`src/hw/rtl/wheel_gyro_odometry_assert.svh`:
```
// Assertion macros shared by the odometry pipeline.
`ifndef WHEEL_GYRO_ODOMETRY_ASSERT_SVH
`define WHEEL_GYRO_ODOMETRY_ASSERT_SVH

// The condition must hold in the same cycle as the trigger.
`define WGO_ASSERT_NOW(label, clock, reset, trig, cond, msg) \
  label: assert property (@(posedge clock) disable iff (reset) (trig) |-> (cond)) \
    else $error(msg);

// The condition must hold in the cycle after the trigger.
`define WGO_ASSERT_NEXT(label, clock, reset, trig, cond, msg) \
  label: assert property (@(posedge clock) disable iff (reset) (trig) |=> (cond)) \
    else $error(msg);

`endif

```
`src/hw/rtl/wgo_pkg.sv`:
```
// Shared types and constants of the wheel and gyro odometry pipeline.
`default_nettype none

package wgo_pkg;

  typedef enum logic [2:0] {
    KIND_TICK         = 3'd0,
    KIND_CAL_START    = 3'd1,
    KIND_CLR_DIST     = 3'd2,
    KIND_CLR_HEADING  = 3'd3,
    KIND_LOAD_HEADING = 3'd4
  } kind_t;

  localparam logic [0:0] REG_MM_PER_COUNT  = 1'b0;
  localparam logic [0:0] REG_CALIB_INTERVAL = 1'b1;

  localparam logic [19:0] MM_PER_COUNT_RESET = 20'd0;
  localparam logic [7:0]  CALIB_INTERVAL_RESET = 8'd5;

  // Division by 1000 for operands below 2^31: ceil(2^41 / 1000).
  localparam int          HDIV_SHIFT = 41;
  localparam logic [31:0] HDIV_RECIP = 32'd2199023256;

  typedef struct packed {
    kind_t              kind;
    logic signed [23:0] rate;
    logic [7:0]         tms;
    logic [13:0]        right;
    logic [13:0]        left;
    logic signed [39:0] angle;
  } in_t;

  typedef struct packed {
    kind_t              kind;
    logic signed [23:0] rate;
    logic signed [39:0] angle;
    logic signed [16:0] rd;
    logic signed [16:0] ld;
    logic signed [39:0] pd;
    logic signed [32:0] ph;
    logic               cal_done;
    logic signed [31:0] cal_sum;
    logic               busy;
  } s2_t;

  typedef struct packed {
    kind_t              kind;
    logic signed [23:0] rate;
    logic signed [39:0] angle;
    logic signed [16:0] rd;
    logic signed [16:0] ld;
    logic signed [39:0] dinc;
    logic signed [22:0] hinc;
    logic               cal_done;
    logic signed [23:0] offq;
    logic               busy;
  } s3_t;

endpackage

`default_nettype wire

```
`src/hw/rtl/wheel_gyro_odometry.sv`:
```
// Top level of the wheel and gyro odometry block.
`default_nettype none
`include "wheel_gyro_odometry_assert.svh"

// The block takes one request per clock cycle while in_stall is low and returns
// one result per request, in order, through a four-register pipeline: input
// register, a stage that forms the wheel deltas, the calibration state and the
// two products, a stage that performs the divisions by reciprocal
// multiplication, and the accumulator stage that holds the result. Each
// register moves on when the next one is empty or moving, so the input keeps
// taking requests while a finished result waits, until all four registers are
// full. Configuration writes take effect at once and should be made while no
// request is in flight. No clearing pass follows reset.
module wheel_gyro_odometry #(
  parameter int ENC_BITS      = 14,
  parameter int CALIB_SAMPLES = 100
) (
  input  wire logic               clk,
  input  wire logic               rst,
  input  wire logic               cfg_we,
  input  wire logic [0:0]         cfg_index,
  input  wire logic [19:0]        cfg_data,
  input  wire logic               in_valid,
  output logic                    in_stall,
  input  wire logic [2:0]         kind,
  input  wire logic signed [23:0] gyro_rate,
  input  wire logic [7:0]         tick_ms,
  input  wire logic [13:0]        right_angle,
  input  wire logic [13:0]        left_angle,
  input  wire logic signed [39:0] angle_value,
  output logic                    out_valid,
  input  wire logic               out_stall,
  output logic signed [39:0]      distance,
  output logic signed [39:0]      heading,
  output logic signed [24:0]      rate_corrected,
  output logic signed [23:0]      offset_out,
  output logic                    calib_busy,
  output logic signed [14:0]      right_delta,
  output logic signed [14:0]      left_delta
);

  logic [19:0] mm_per_count;
  logic [7:0]  calib_interval;

  logic v1;
  logic v2;
  logic v3;
  logic rdy1;
  logic rdy2;
  logic rdy3;
  logic rdy4;
  logic fire1;
  logic fire2;
  logic fire3;

  wgo_pkg::in_t s1;
  wgo_pkg::s2_t s2;
  wgo_pkg::s3_t s3;

  assign rdy4     = !out_valid || !out_stall;
  assign rdy3     = !v3 || rdy4;
  assign rdy2     = !v2 || rdy3;
  assign rdy1     = !v1 || rdy2;
  assign in_stall = !rdy1;
  assign fire1    = v1 && rdy2;
  assign fire2    = v2 && rdy3;
  assign fire3    = v3 && rdy4;

  always_ff @(posedge clk) begin
    if (rst) begin
      mm_per_count   <= wgo_pkg::MM_PER_COUNT_RESET;
      calib_interval <= wgo_pkg::CALIB_INTERVAL_RESET;
    end else if (cfg_we) begin
      unique case (cfg_index)
        wgo_pkg::REG_MM_PER_COUNT:   mm_per_count   <= cfg_data;
        wgo_pkg::REG_CALIB_INTERVAL: calib_interval <= cfg_data[7:0];
        default: begin
        end
      endcase
    end
  end

  always_ff @(posedge clk) begin
    if (rst) begin
      v1        <= 1'b0;
      v2        <= 1'b0;
      v3        <= 1'b0;
      out_valid <= 1'b0;
    end else begin
      if (rdy1) begin
        v1 <= in_valid;
      end
      if (rdy2) begin
        v2 <= v1;
      end
      if (rdy3) begin
        v3 <= v2;
      end
      if (rdy4) begin
        out_valid <= v3;
      end
    end
  end

  always_ff @(posedge clk) begin
    if (in_valid && rdy1) begin
      s1.kind  <= wgo_pkg::kind_t'(kind);
      s1.rate  <= gyro_rate;
      s1.tms   <= tick_ms;
      s1.right <= right_angle;
      s1.left  <= left_angle;
      s1.angle <= angle_value;
    end
  end

  wgo_front #(
    .ENC_BITS      (ENC_BITS),
    .CALIB_SAMPLES (CALIB_SAMPLES)
  ) u_front (
    .clk            (clk),
    .rst            (rst),
    .fire           (fire1),
    .s1             (s1),
    .mm_per_count   (mm_per_count),
    .calib_interval (calib_interval),
    .s2             (s2)
  );

  wgo_divide #(
    .CALIB_SAMPLES (CALIB_SAMPLES)
  ) u_divide (
    .clk  (clk),
    .fire (fire2),
    .s2   (s2),
    .s3   (s3)
  );

  wgo_accum u_accum (
    .clk            (clk),
    .rst            (rst),
    .fire           (fire3),
    .s3             (s3),
    .distance       (distance),
    .heading        (heading),
    .rate_corrected (rate_corrected),
    .offset_out     (offset_out),
    .calib_busy     (calib_busy),
    .right_delta    (right_delta),
    .left_delta     (left_delta)
  );

  // The input stalls only when every pipeline register holds a request.
  `WGO_ASSERT_NOW(a_stall_only_when_full, clk, rst, in_stall, v1 && v2 && v3 && out_valid, "input stalled with room in the pipeline")
  // A request in the divide stage reaches the output when there is room for it.
  `WGO_ASSERT_NEXT(a_stage3_drains, clk, rst, v3 && rdy4, out_valid, "request lost between the divide stage and the output")
  // A finished calibration never reports itself as still running.
  `WGO_ASSERT_NOW(a_done_not_busy, clk, rst, v3 && s3.cal_done, !s3.busy, "calibration finished while still marked busy")

endmodule

`default_nettype wire

```
`src/hw/rtl/wgo_front.sv`:
```
// First stage: wheel deltas, gyro calibration state and the two products.
`default_nettype none

module wgo_front #(
  parameter int ENC_BITS      = 14,
  parameter int CALIB_SAMPLES = 100
) (
  input  wire logic         clk,
  input  wire logic         rst,
  input  wire logic         fire,
  input  wire wgo_pkg::in_t s1,
  input  wire logic [19:0]  mm_per_count,
  input  wire logic [7:0]   calib_interval,
  output wgo_pkg::s2_t      s2
);

  localparam logic [ENC_BITS:0]   FULL = {1'b1, {ENC_BITS{1'b0}}};
  localparam logic [ENC_BITS-1:0] HALF = {1'b1, {(ENC_BITS - 1){1'b0}}};
  localparam logic [6:0]          CAL_TARGET = 7'(CALIB_SAMPLES);

  logic [ENC_BITS-1:0] prev_right;
  logic [ENC_BITS-1:0] prev_left;
  logic                calib_active;
  logic [6:0]          calib_count;
  logic signed [31:0]  calib_sum;
  logic [8:0]          calib_timer;

  logic [31:0]              r_ext;
  logic [31:0]              l_ext;
  logic [ENC_BITS-1:0]      r_now;
  logic [ENC_BITS-1:0]      l_now;
  logic [ENC_BITS-1:0]      dr_raw;
  logic [ENC_BITS-1:0]      dl_raw;
  logic signed [ENC_BITS:0] rd;
  logic signed [ENC_BITS:0] ld;
  logic signed [ENC_BITS+1:0] diff;
  logic signed [ENC_BITS+22:0] pd;
  logic signed [32:0]       ph;
  logic                     is_tick;

  logic               active_next;
  logic [6:0]         count_next;
  logic signed [31:0] sum_next;
  logic [8:0]         timer_next;
  logic [8:0]         timer_add;
  logic               done;

  always_comb begin
    is_tick = (s1.kind == wgo_pkg::KIND_TICK);
    r_ext   = 32'(s1.right);
    l_ext   = 32'(s1.left);
    r_now   = r_ext[ENC_BITS-1:0];
    l_now   = l_ext[ENC_BITS-1:0];
    dr_raw  = r_now - prev_right;
    dl_raw  = l_now - prev_left;
    rd = '0;
    ld = '0;
    if (is_tick) begin
      rd = (dr_raw > HALF) ? $signed({1'b0, dr_raw} - FULL) : $signed({1'b0, dr_raw});
      ld = (dl_raw > HALF) ? $signed({1'b0, dl_raw} - FULL) : $signed({1'b0, dl_raw});
    end
    diff = $signed({rd[ENC_BITS], rd}) - $signed({ld[ENC_BITS], ld});
    pd   = diff * $signed({1'b0, mm_per_count});
    ph   = s1.rate * $signed({1'b0, s1.tms});
  end

  always_comb begin
    active_next = calib_active;
    count_next  = calib_count;
    sum_next    = calib_sum;
    timer_next  = calib_timer;
    timer_add   = calib_timer + 9'(s1.tms);
    done        = 1'b0;
    if (is_tick) begin
      if (calib_active) begin
        if (timer_add >= 9'(calib_interval)) begin
          timer_next = '0;
          sum_next   = calib_sum + 32'(s1.rate);
          count_next = calib_count + 7'd1;
          if (count_next >= CAL_TARGET) begin
            done        = 1'b1;
            active_next = 1'b0;
          end
        end else begin
          timer_next = timer_add;
        end
      end
    end else if (s1.kind == wgo_pkg::KIND_CAL_START) begin
      active_next = 1'b1;
      count_next  = '0;
      sum_next    = '0;
    end
  end

  always_ff @(posedge clk) begin
    if (rst) begin
      prev_right   <= '0;
      prev_left    <= '0;
      calib_active <= 1'b0;
      calib_count  <= '0;
      calib_sum    <= '0;
      calib_timer  <= '0;
    end else if (fire) begin
      if (is_tick) begin
        prev_right <= r_now;
        prev_left  <= l_now;
      end
      calib_active <= active_next;
      calib_count  <= count_next;
      calib_sum    <= sum_next;
      calib_timer  <= timer_next;
    end
  end

  always_ff @(posedge clk) begin
    if (fire) begin
      s2.kind     <= s1.kind;
      s2.rate     <= s1.rate;
      s2.angle    <= s1.angle;
      s2.rd       <= 17'(rd);
      s2.ld       <= 17'(ld);
      s2.pd       <= 40'(pd);
      s2.ph       <= ph;
      s2.cal_done <= done;
      s2.cal_sum  <= sum_next;
      s2.busy     <= active_next;
    end
  end

endmodule

`default_nettype wire

```
`src/hw/rtl/wgo_divide.sv`:
```
// Second stage: truncating divisions by 2, by 1000 and by the sample count.
`default_nettype none

module wgo_divide #(
  parameter int CALIB_SAMPLES = 100
) (
  input  wire logic         clk,
  input  wire logic         fire,
  input  wire wgo_pkg::s2_t s2,
  output wgo_pkg::s3_t      s3
);

  // Exact reciprocal for magnitudes below 2^30.
  localparam int          CAL_SHIFT = 30 + $clog2(CALIB_SAMPLES);
  localparam logic [63:0] CAL_RECIP_FULL =
    ((64'd1 << CAL_SHIFT) + 64'(CALIB_SAMPLES) - 64'd1) / 64'(CALIB_SAMPLES);
  localparam logic [30:0] CAL_RECIP = CAL_RECIP_FULL[30:0];

  logic               h_neg;
  logic [32:0]        h_abs;
  logic [30:0]        h_mag;
  logic [62:0]        h_prod;
  logic [21:0]        h_quot;
  logic signed [22:0] hinc;

  logic signed [39:0] d_sum;
  logic signed [39:0] dinc;

  logic               o_neg;
  logic [31:0]        o_abs;
  logic [29:0]        o_mag;
  logic [60:0]        o_prod;
  logic [60:0]        o_shift;
  logic [29:0]        o_quot;
  logic [30:0]        o_signed;

  always_comb begin
    h_neg  = s2.ph[32];
    h_abs  = h_neg ? 33'(-s2.ph) : 33'(s2.ph);
    h_mag  = h_abs[30:0];
    h_prod = h_mag * wgo_pkg::HDIV_RECIP;
    h_quot = h_prod[62:wgo_pkg::HDIV_SHIFT];
    hinc   = h_neg ? -$signed({1'b0, h_quot}) : $signed({1'b0, h_quot});

    d_sum = s2.pd + $signed({39'd0, s2.pd[39]});
    dinc  = d_sum >>> 1;

    o_neg    = s2.cal_sum[31];
    o_abs    = o_neg ? 32'(-s2.cal_sum) : 32'(s2.cal_sum);
    o_mag    = o_abs[29:0];
    o_prod   = o_mag * CAL_RECIP;
    o_shift  = o_prod >> CAL_SHIFT;
    o_quot   = o_shift[29:0];
    o_signed = o_neg ? (31'd0 - {1'b0, o_quot}) : {1'b0, o_quot};
  end

  always_ff @(posedge clk) begin
    if (fire) begin
      s3.kind     <= s2.kind;
      s3.rate     <= s2.rate;
      s3.angle    <= s2.angle;
      s3.rd       <= s2.rd;
      s3.ld       <= s2.ld;
      s3.dinc     <= dinc;
      s3.hinc     <= hinc;
      s3.cal_done <= s2.cal_done;
      s3.offq     <= $signed(o_signed[23:0]);
      s3.busy     <= s2.busy;
    end
  end

endmodule

`default_nettype wire

```
`src/hw/rtl/wgo_accum.sv`:
```
// Last stage: saturating distance and heading accumulators and the result register.
`default_nettype none

module wgo_accum (
  input  wire logic         clk,
  input  wire logic         rst,
  input  wire logic         fire,
  input  wire wgo_pkg::s3_t s3,
  output logic signed [39:0] distance,
  output logic signed [39:0] heading,
  output logic signed [24:0] rate_corrected,
  output logic signed [23:0] offset_out,
  output logic               calib_busy,
  output logic signed [14:0] right_delta,
  output logic signed [14:0] left_delta
);

  localparam logic signed [39:0] ACC_MAX = {1'b0, {39{1'b1}}};
  localparam logic signed [39:0] ACC_MIN = {1'b1, {39{1'b0}}};

  logic signed [39:0] distance_acc;
  logic signed [39:0] heading_acc;
  logic signed [23:0] last_rate;
  logic signed [23:0] rate_offset;

  logic signed [39:0] distance_next;
  logic signed [39:0] heading_next;
  logic signed [23:0] last_rate_next;
  logic signed [23:0] rate_offset_next;

  function automatic logic signed [39:0] sat_add(input logic signed [39:0] a,
                                                 input logic signed [40:0] b);
    logic signed [40:0] s;
    s = 41'(a) + b;
    if (s[40] != s[39]) begin
      sat_add = s[40] ? ACC_MIN : ACC_MAX;
    end else begin
      sat_add = s[39:0];
    end
  endfunction

  always_comb begin
    distance_next    = distance_acc;
    heading_next     = heading_acc;
    last_rate_next   = last_rate;
    rate_offset_next = s3.cal_done ? s3.offq : rate_offset;
    unique case (s3.kind)
      wgo_pkg::KIND_TICK: begin
        distance_next  = sat_add(distance_acc, 41'(s3.dinc));
        heading_next   = sat_add(heading_acc, 41'(s3.hinc));
        last_rate_next = s3.rate;
      end
      wgo_pkg::KIND_CLR_DIST: begin
        distance_next = '0;
      end
      wgo_pkg::KIND_CLR_HEADING: begin
        heading_next = '0;
      end
      wgo_pkg::KIND_LOAD_HEADING: begin
        heading_next = s3.angle;
      end
      default: begin
      end
    endcase
  end

  always_ff @(posedge clk) begin
    if (rst) begin
      distance_acc <= '0;
      heading_acc  <= '0;
      last_rate    <= '0;
      rate_offset  <= '0;
    end else if (fire) begin
      distance_acc <= distance_next;
      heading_acc  <= heading_next;
      last_rate    <= last_rate_next;
      rate_offset  <= rate_offset_next;
    end
  end

  always_ff @(posedge clk) begin
    if (fire) begin
      rate_corrected <= 25'(last_rate_next) - 25'(rate_offset_next);
      calib_busy     <= s3.busy;
      right_delta    <= s3.rd[14:0];
      left_delta     <= s3.ld[14:0];
    end
  end

  assign distance   = distance_acc;
  assign heading    = heading_acc;
  assign offset_out = rate_offset;

endmodule

`default_nettype wire

```
`config.mk`:
```
export PLATFORM = sky130hd
export DESIGN_NAME = wheel_gyro_odometry
export DESIGN_NICKNAME = d
export VERILOG_FILES = /design/src/hw/rtl/wgo_pkg.sv /design/src/hw/rtl/wheel_gyro_odometry.sv /design/src/hw/rtl/wgo_front.sv /design/src/hw/rtl/wgo_divide.sv /design/src/hw/rtl/wgo_accum.sv
export VERILOG_INCLUDE_DIRS = /design/src /design/src/hw/rtl
export SDC_FILE = /design/constraint.sdc
export NUM_CORES = 2
export LEC_CHECK = 0
export ABC_CLOCK_PERIOD_IN_PS = 13500
export BUFFER_PORTS_ARGS = -buffer_cell sky130_fd_sc_hd__buf_2
export CAP_MARGIN = 20
export CORE_ASPECT_RATIO = 0.75
export CORE_MARGIN = 10
export CORE_UTILIZATION = 30
export DETAILED_ROUTE_END_ITERATION = 16
export MAX_ROUTING_LAYER = met4
export SETUP_SLACK_MARGIN = 0.2
export SLEW_MARGIN = 15
export SYNTH_ARGS = -nofsm -noshare
export SYNTH_HDL_FRONTEND = slang
export SYNTH_SLANG_ARGS = --single-unit
```
`constraint.sdc`:
```
create_clock -name clk -period 13.5 [get_ports clk]
set_input_delay 3.375 -clock clk [delete_from_list [all_inputs] [get_ports clk]]
set_output_delay 3.375 -clock clk [all_outputs]
set_load 0.01 [all_outputs]
```
# Word level (Yosys, flattened, before mapping)
# Cells that the tools add are included.
[word_totals]
input_bits = 129
elab_cells = 138
ramBits = 0
rom_bits = 0
reg_bits = 780
memories = 0
output_inout_bits = 162
latchBits = 0
[op_classes]
n_shift = 0
reduce_logical = 27
mux = 31
bitwise_logic = 1
n_addsub = 16
eq_ne = 8
n_div = 0
order_cmp = 4
mul = 4
[ops]
columns = ["cell", "count"]
rows = [
  ["two-way mux 40 bit", 4],
  ["two-way mux 32 bit", 4],
  ["one-hot mux 40 bit (3 select lines)", 1],
  ["one-hot mux 40 bit (2 select lines)", 1],
  ["two-way mux 24 bit", 3],
  ["multiplier 30 x 31 -> 61 bit (second input constant)", 1],
  ["multiplier 31 x 29 -> 60 bit (second input constant)", 1],
  ["two-way mux 15 bit", 4],
  ["adder 40 x 23 -> 41 bit", 1],
  ["adder 40 x 37 -> 41 bit", 1],
  ["adder 37 x 2 -> 38 bit", 1],
  ["multiplier 16 x 21 -> 37 bit", 1],
  ["multiplier 24 x 9 -> 33 bit", 1],
  ["adder 32 x 24 -> 32 bit", 1],
  ["two-way mux 31 bit", 1],
  ["negator 31 bit", 1],
  ["two-way mux 30 bit", 1],
  ["negator 30 bit", 1],
  ["subtractor 14 x 15 -> 15 bit (second input constant)", 2],
  ["> comparator 14 bit (second input constant)", 2],
  ["two-way mux 7 bit", 4],
  ["subtractor 14 bit", 2],
  ["subtractor 24 x 24 -> 25 bit", 1],
  ["subtractor 1 x 24 -> 24 bit (first input constant)", 1],
  ["other kinds (25)", 50],
]

# Logic depth before layout (Yosys ltp)
[depth]
ltp_word = 6
mapped_depth = 47
ltp_nobuf = 46

# Modules after synthesis
# From an unflattened synthesis, not the netlist that was laid out.
[unflattened]
cells_unflattened = 8756
area_unflattened_um2 = 86192.7
[modules_own_cells]
columns = ["module", "seq_area_each_um2", "n_inst", "area_each_um2", "cells_each"]
rows = [
  ["wgo_divide", 5675.4, 1, 38991.1, 3894],
  ["wgo_front", 7577.3, 1, 30593.1, 3202],
  ["wgo_accum", 4244.1, 1, 12374.4, 1413],
  ["wheel_gyro_odometry", 3733.6, 1, 4234.1, 247],
]

# Worst setup path after synthesis
# OpenSTA, ideal clock, no wires.
[synth_path]
path_kind = "input port to flip-flop"
from = "in out_stall"
to = "reg, netlist name u_divide.s3[0]"
t_required_ps = 12750
arrival_ps = 11666
path_stages = 2
setup_time_ps = 750
slack_ps = 1084
path_cell_list = "and3_1 > nor2b_1"
[synth_via]
elab_chain_len = 4
[synth_lines]
columns = ["element", "line_no", "text"]
rows = [
  ["from (decl)", "wheel_gyro_odometry.sv:32", "input wire logic out_stall,"],
  ["logical NOT 1 bit", "wheel_gyro_odometry.sv:60", "assign rdy4 = !out_valid || !out_stall;"],
  ["logical OR 1 bit", "wheel_gyro_odometry.sv:60", ""],
  ["logical OR 1 bit", "wheel_gyro_odometry.sv:61", "assign rdy3 = !v3 || rdy4;"],
  ["logical AND 1 bit", "wheel_gyro_odometry.sv:66", "assign fire2 = v2 && rdy3;"],
  ["named net fire2", "wheel_gyro_odometry.sv:53", "logic fire2;"],
]
# The timed path passes the listed nets, and every way through them passes these cells.
# A chain may end at the register's enable or synchronous reset.

# Worst setup path after layout
[layout_path]
from = "reg, netlist name u_front.s2[6]"
to = "reg, netlist name u_divide.s3[21]"
[layout_via]
elab_chain_len = 5
[layout_lines]
columns = ["element", "line_no", "text"]
rows = [
  ["negator 30 bit", "wgo_divide.sv:49", "o_abs = o_neg ? 32'(-s2.cal_sum) : 32'(s2.cal_sum);"],
  ["two-way mux 30 bit (*)", "wgo_divide.sv:49", ""],
  ["multiplier 30 x 31 -> 61 bit (*)", "wgo_divide.sv:51", "o_prod = o_mag * CAL_RECIP;"],
  ["subtractor 1 x 24 -> 24 bit", "wgo_divide.sv:54", "o_signed = o_neg ? (31'd0 - {1'b0, o_quot}) : {1'b0, o_quot};"],
  ["two-way mux 24 bit (*)", "wgo_divide.sv:54", ""],
  ["named net u_divide.o_signed[20]", "wgo_divide.sv:35", "logic [30:0] o_signed;"],
]
# Mark *: on every way through the listed nets, which the timed path passes. The rest lies on a longest branch.

==> results.yml <==
status:
  status: "completed"
setup_path:
  required_ps: 13990
  max_stage_delay_ps: 670
  crit_arrival_ps: 13100
  critical_path_class: "reg2reg"
  path_common_cell: "fa_1"
  r2r-end: "u_divide.s3[21]$_DFFE_PP_"
  slowest_stage: "or4b_1"
  timing.rr.start: "u_front.s2[6]$_DFFE_PP_"
  rrSetupSlack_ps: 890
  cp-start-kind: "register"
  crit_start: "u_front.s2[6]$_DFFE_PP_"
  crit_path_end_kind: "register"
  ff2ff_path_depth: 36
  worst-path-max-fanout: 7
  crit_path_end: "u_divide.s3[21]$_DFFE_PP_"
placement:
  dp_hpwl_um: 219000
  dp.cells: 12300
  gp_congestion: 0.951
  port_buffers: 290
flow_run:
  drv_cap: 0
layout:
  final_cell_mix: "inv_1 (1,636), ha_1 (1,121), fa_1 (1,031)"
  mostFrequentLayoutCell: "inv_1"
  nNetsFinal: 11000
  areaGrowthSynthToFinish_pct: 11.6
  post-route-util: 0.338
  fin_cells: 12500
  drive_above_1_share: 0.0783
cts:
  cts-buffers-inserted: 91
  root_buffer: "clkbuf_16"
  clock-sinks: 778
  cts_setup_buffers: 0
  clk_pin_slew_worst_paths_ps: 60
  ctsHtreeMaxLevel: 3
  cts_buffer_depth: 3
  cts_tree: "yes"
  clk_latency_ps: 770
floorplan:
  start_util: 0.302
  coreArea_mm2: 0.277
  fp.dieArea_mm2: 0.301
  pin_count: 291
  num_rows: 167
  die_y_um: 478
  dieWidth_um: 630
detailed_routing:
  post-route-drc-count: 0
  drt_iter0_markers: 4109
  routed_wl_um: 268000
  wl_per_cell_um: 21.4
  drt-vias-per-instance: 4.86
  first_pass_iters: 6
  ant_nets: 0
  dr_total_vias: 60700
global_route:
  grt_pass1_vias: 62900
  grt_overflow_total: 0
  antenna_found_initial: 39
  grt_pass1_wl_um: 405000
  track_usage: 0.180
  grt_max_degree: 117
synthesis:
  yosys_warnings: 0
  async_reset_ff_frac: 0
  synth_area_mm2: 0.0838
  synthesis.nets: 10700
  ys_types: 95
  syn-instance-count: 8379
  ys.flop_type: "edfxtp_1"
  syn_area_per_cell_um2: 10.0
  yosysSeqAreaShare: 0.251
  synth_seq_cells: 778
  synth_edf_count: 541
sta:
  worst_pin_slew_ps: 1150
  maxSlewHeadroom: 0.228
  setup-violations-final: 0
  maxSlewViolCount: 0
  finalClockSkew_ps: 80.7
  period_share: 0.934
  max_freq_mhz: 79.3
  tns_ps: 0
  rsz0062_at_grt: "false"
  final_hold_viol_count: 0
  finalCriticalPeriod_ps: 12610
worst_hold_path:
  worstHoldPathType: "reg2reg"
[cells in the mapped netlist (34+ instances only)]
master	count	area, um^2
nand3_1	98	490
nor2_1	362	1360
a311oi_1	41	359
ha_1	1121	14000
inv_1	1637	6140
o21a_1	48	360
nand2b_1	53	332
nor3_1	49	245
dfxtp_1	237	4740
and2_1	256	1600
or3_1	37	231
a21oi_1	376	1880
nand4_1	37	231
nor2b_1	55	344
fa_1	1031	20600
xnor2_1	278	2430
clkbuf_1	198	743
edfxtp_1	541	16200
o21bai_1	46	345
mux2i_1	54	541
a21o_1	143	1070
o31ai_1	37	278
xor2_1	101	885
nand2_1	772	2900
and3_1	39	244
o21ai_0	263	1320
or2_2	34	213
a211oi_1	59	443
a31oi_1	40	250
[kinds of logic (layout without fill, tap and decap cells)]
kind of cell	count (synthesis)	count (layout)	share of synthesized area
buf+inv	1849	2227	0.0830
other cells	0	21	0
fa+ha+maj	2153	2153	0.414
xor+xnor	379	379	0.0396
compound gates	1266	1266	0.0975
simple gates	1875	1875	0.106
flops	778	778	0.251
mux	79	79	0.00981
[metrics by stage]
| step | hold slack (ps) | setup WS [ps] | cell area (um^2) |
|---|---|---|---|
| after global routing | 370 | 322 | 93500 |
| final | 369 | 891 | 93500 |
| after global placement | 401 | 774 | 90300 |
| after detailed placement | 405 | 774 | 90300 |
| after floorplan | 400 | 1080 | 83800 |
| after CTS | 368 | 796 | 93400 |
[final cells by class]
cell class / count / area, um^2
repair buffers: 421 / 2470
flip-flops and latches: 778 / 21000
diodes: 21 / 52.6
clock buffers: 106 / 2400
clock inverters: 63 / 786
fillers: 28100 / 184000
well taps: 3718 / 4650
inverters: 1637 / 6150
multi-input cells: 5752 / 56100
[flip-flops by register name (all words and copies together) (netlist names), named ones only]
| register | cells |
|---|---|
| u_accum.distance | 40 |
| v2 | 1 |
| u_divide.s3 | 183 |
| u_accum.rate_corrected | 25 |
| u_accum.offset_out | 24 |
| u_accum.last_rate | 24 |
| u_front.prev_right | 14 |
| calib_interval | 8 |
| s1 | 103 |
| u_accum.calib_busy | 1 |
| u_front.s2 | 199 |
| u_front.calib_sum | 31 |
| u_front.calib_timer | 9 |
| u_accum.left_delta | 15 |
| u_accum.heading | 40 |
| mm_per_count | 20 |
| v1 | 1 |
| u_accum.right_delta | 15 |
| u_front.calib_count | 7 |
| u_front.calib_active | 1 |
| out_valid | 1 |
| u_front.prev_left | 14 |
| v3 | 1 |
[routing by layer]
layer / global-route usage / vias up / share of wire
li1: - / 28100 / -
met1: 0.251 / 30400 / 0.47
met2: 0.264 / 1854 / 0.42
met3: 0.0321 / 360 / 0.067
met4: 0.0557 / 0 / 0.039
met5: - / - / 0
[how the worst min path moves through the flow]
stage / from / end / slack [ps] / depth (start not counted)
6_report: u_front.s2[120]$_DFFE_PP_ / u_divide.s3[102]$_DFFE_PP_ / 370 / 0
5_1_grt: u_front.s2[194]$_DFFE_PP_ / u_divide.s3[176]$_DFFE_PP_ / 370 / 0
4_1_cts: u_front.s2[120]$_DFFE_PP_ / u_divide.s3[102]$_DFFE_PP_ / 370 / 0
3_5_place_dp: u_front.s2[194]$_DFFE_PP_ / u_divide.s3[176]$_DFFE_PP_ / 400 / 0
3_3_place_gp: s1[0]$_DFFE_PP_ / u_front.s2[141]$_DFFE_PP_ / 400 / 0
2_1_floorplan: u_divide.s3[0]$_DFFE_PP_ / u_accum.calib_busy$_DFFE_PP_ / 400 / 0
[timing repair]
action                                  CTS  global route
hold buffers                              0             0
endpoints found under the setup margin    0             2
gates resized for setup                   0             2
[worst max-delay path, delay by kind of cell, from the launching register on]
family | cells | cell delay (ps)
DFF | 1 | 450
buffers and inverters | 4 | 590
xor gates and xnor gates | 3 | 450
AOI/OAI and AO/OA | 3 | 850
adders and majority gates | 10 | 4700
and+or+nand+nor | 16 | 5340
Power is left out: the tool's default activity adds up to more than one toggle a clock period on the data nets, which glitch-free logic cannot reach.
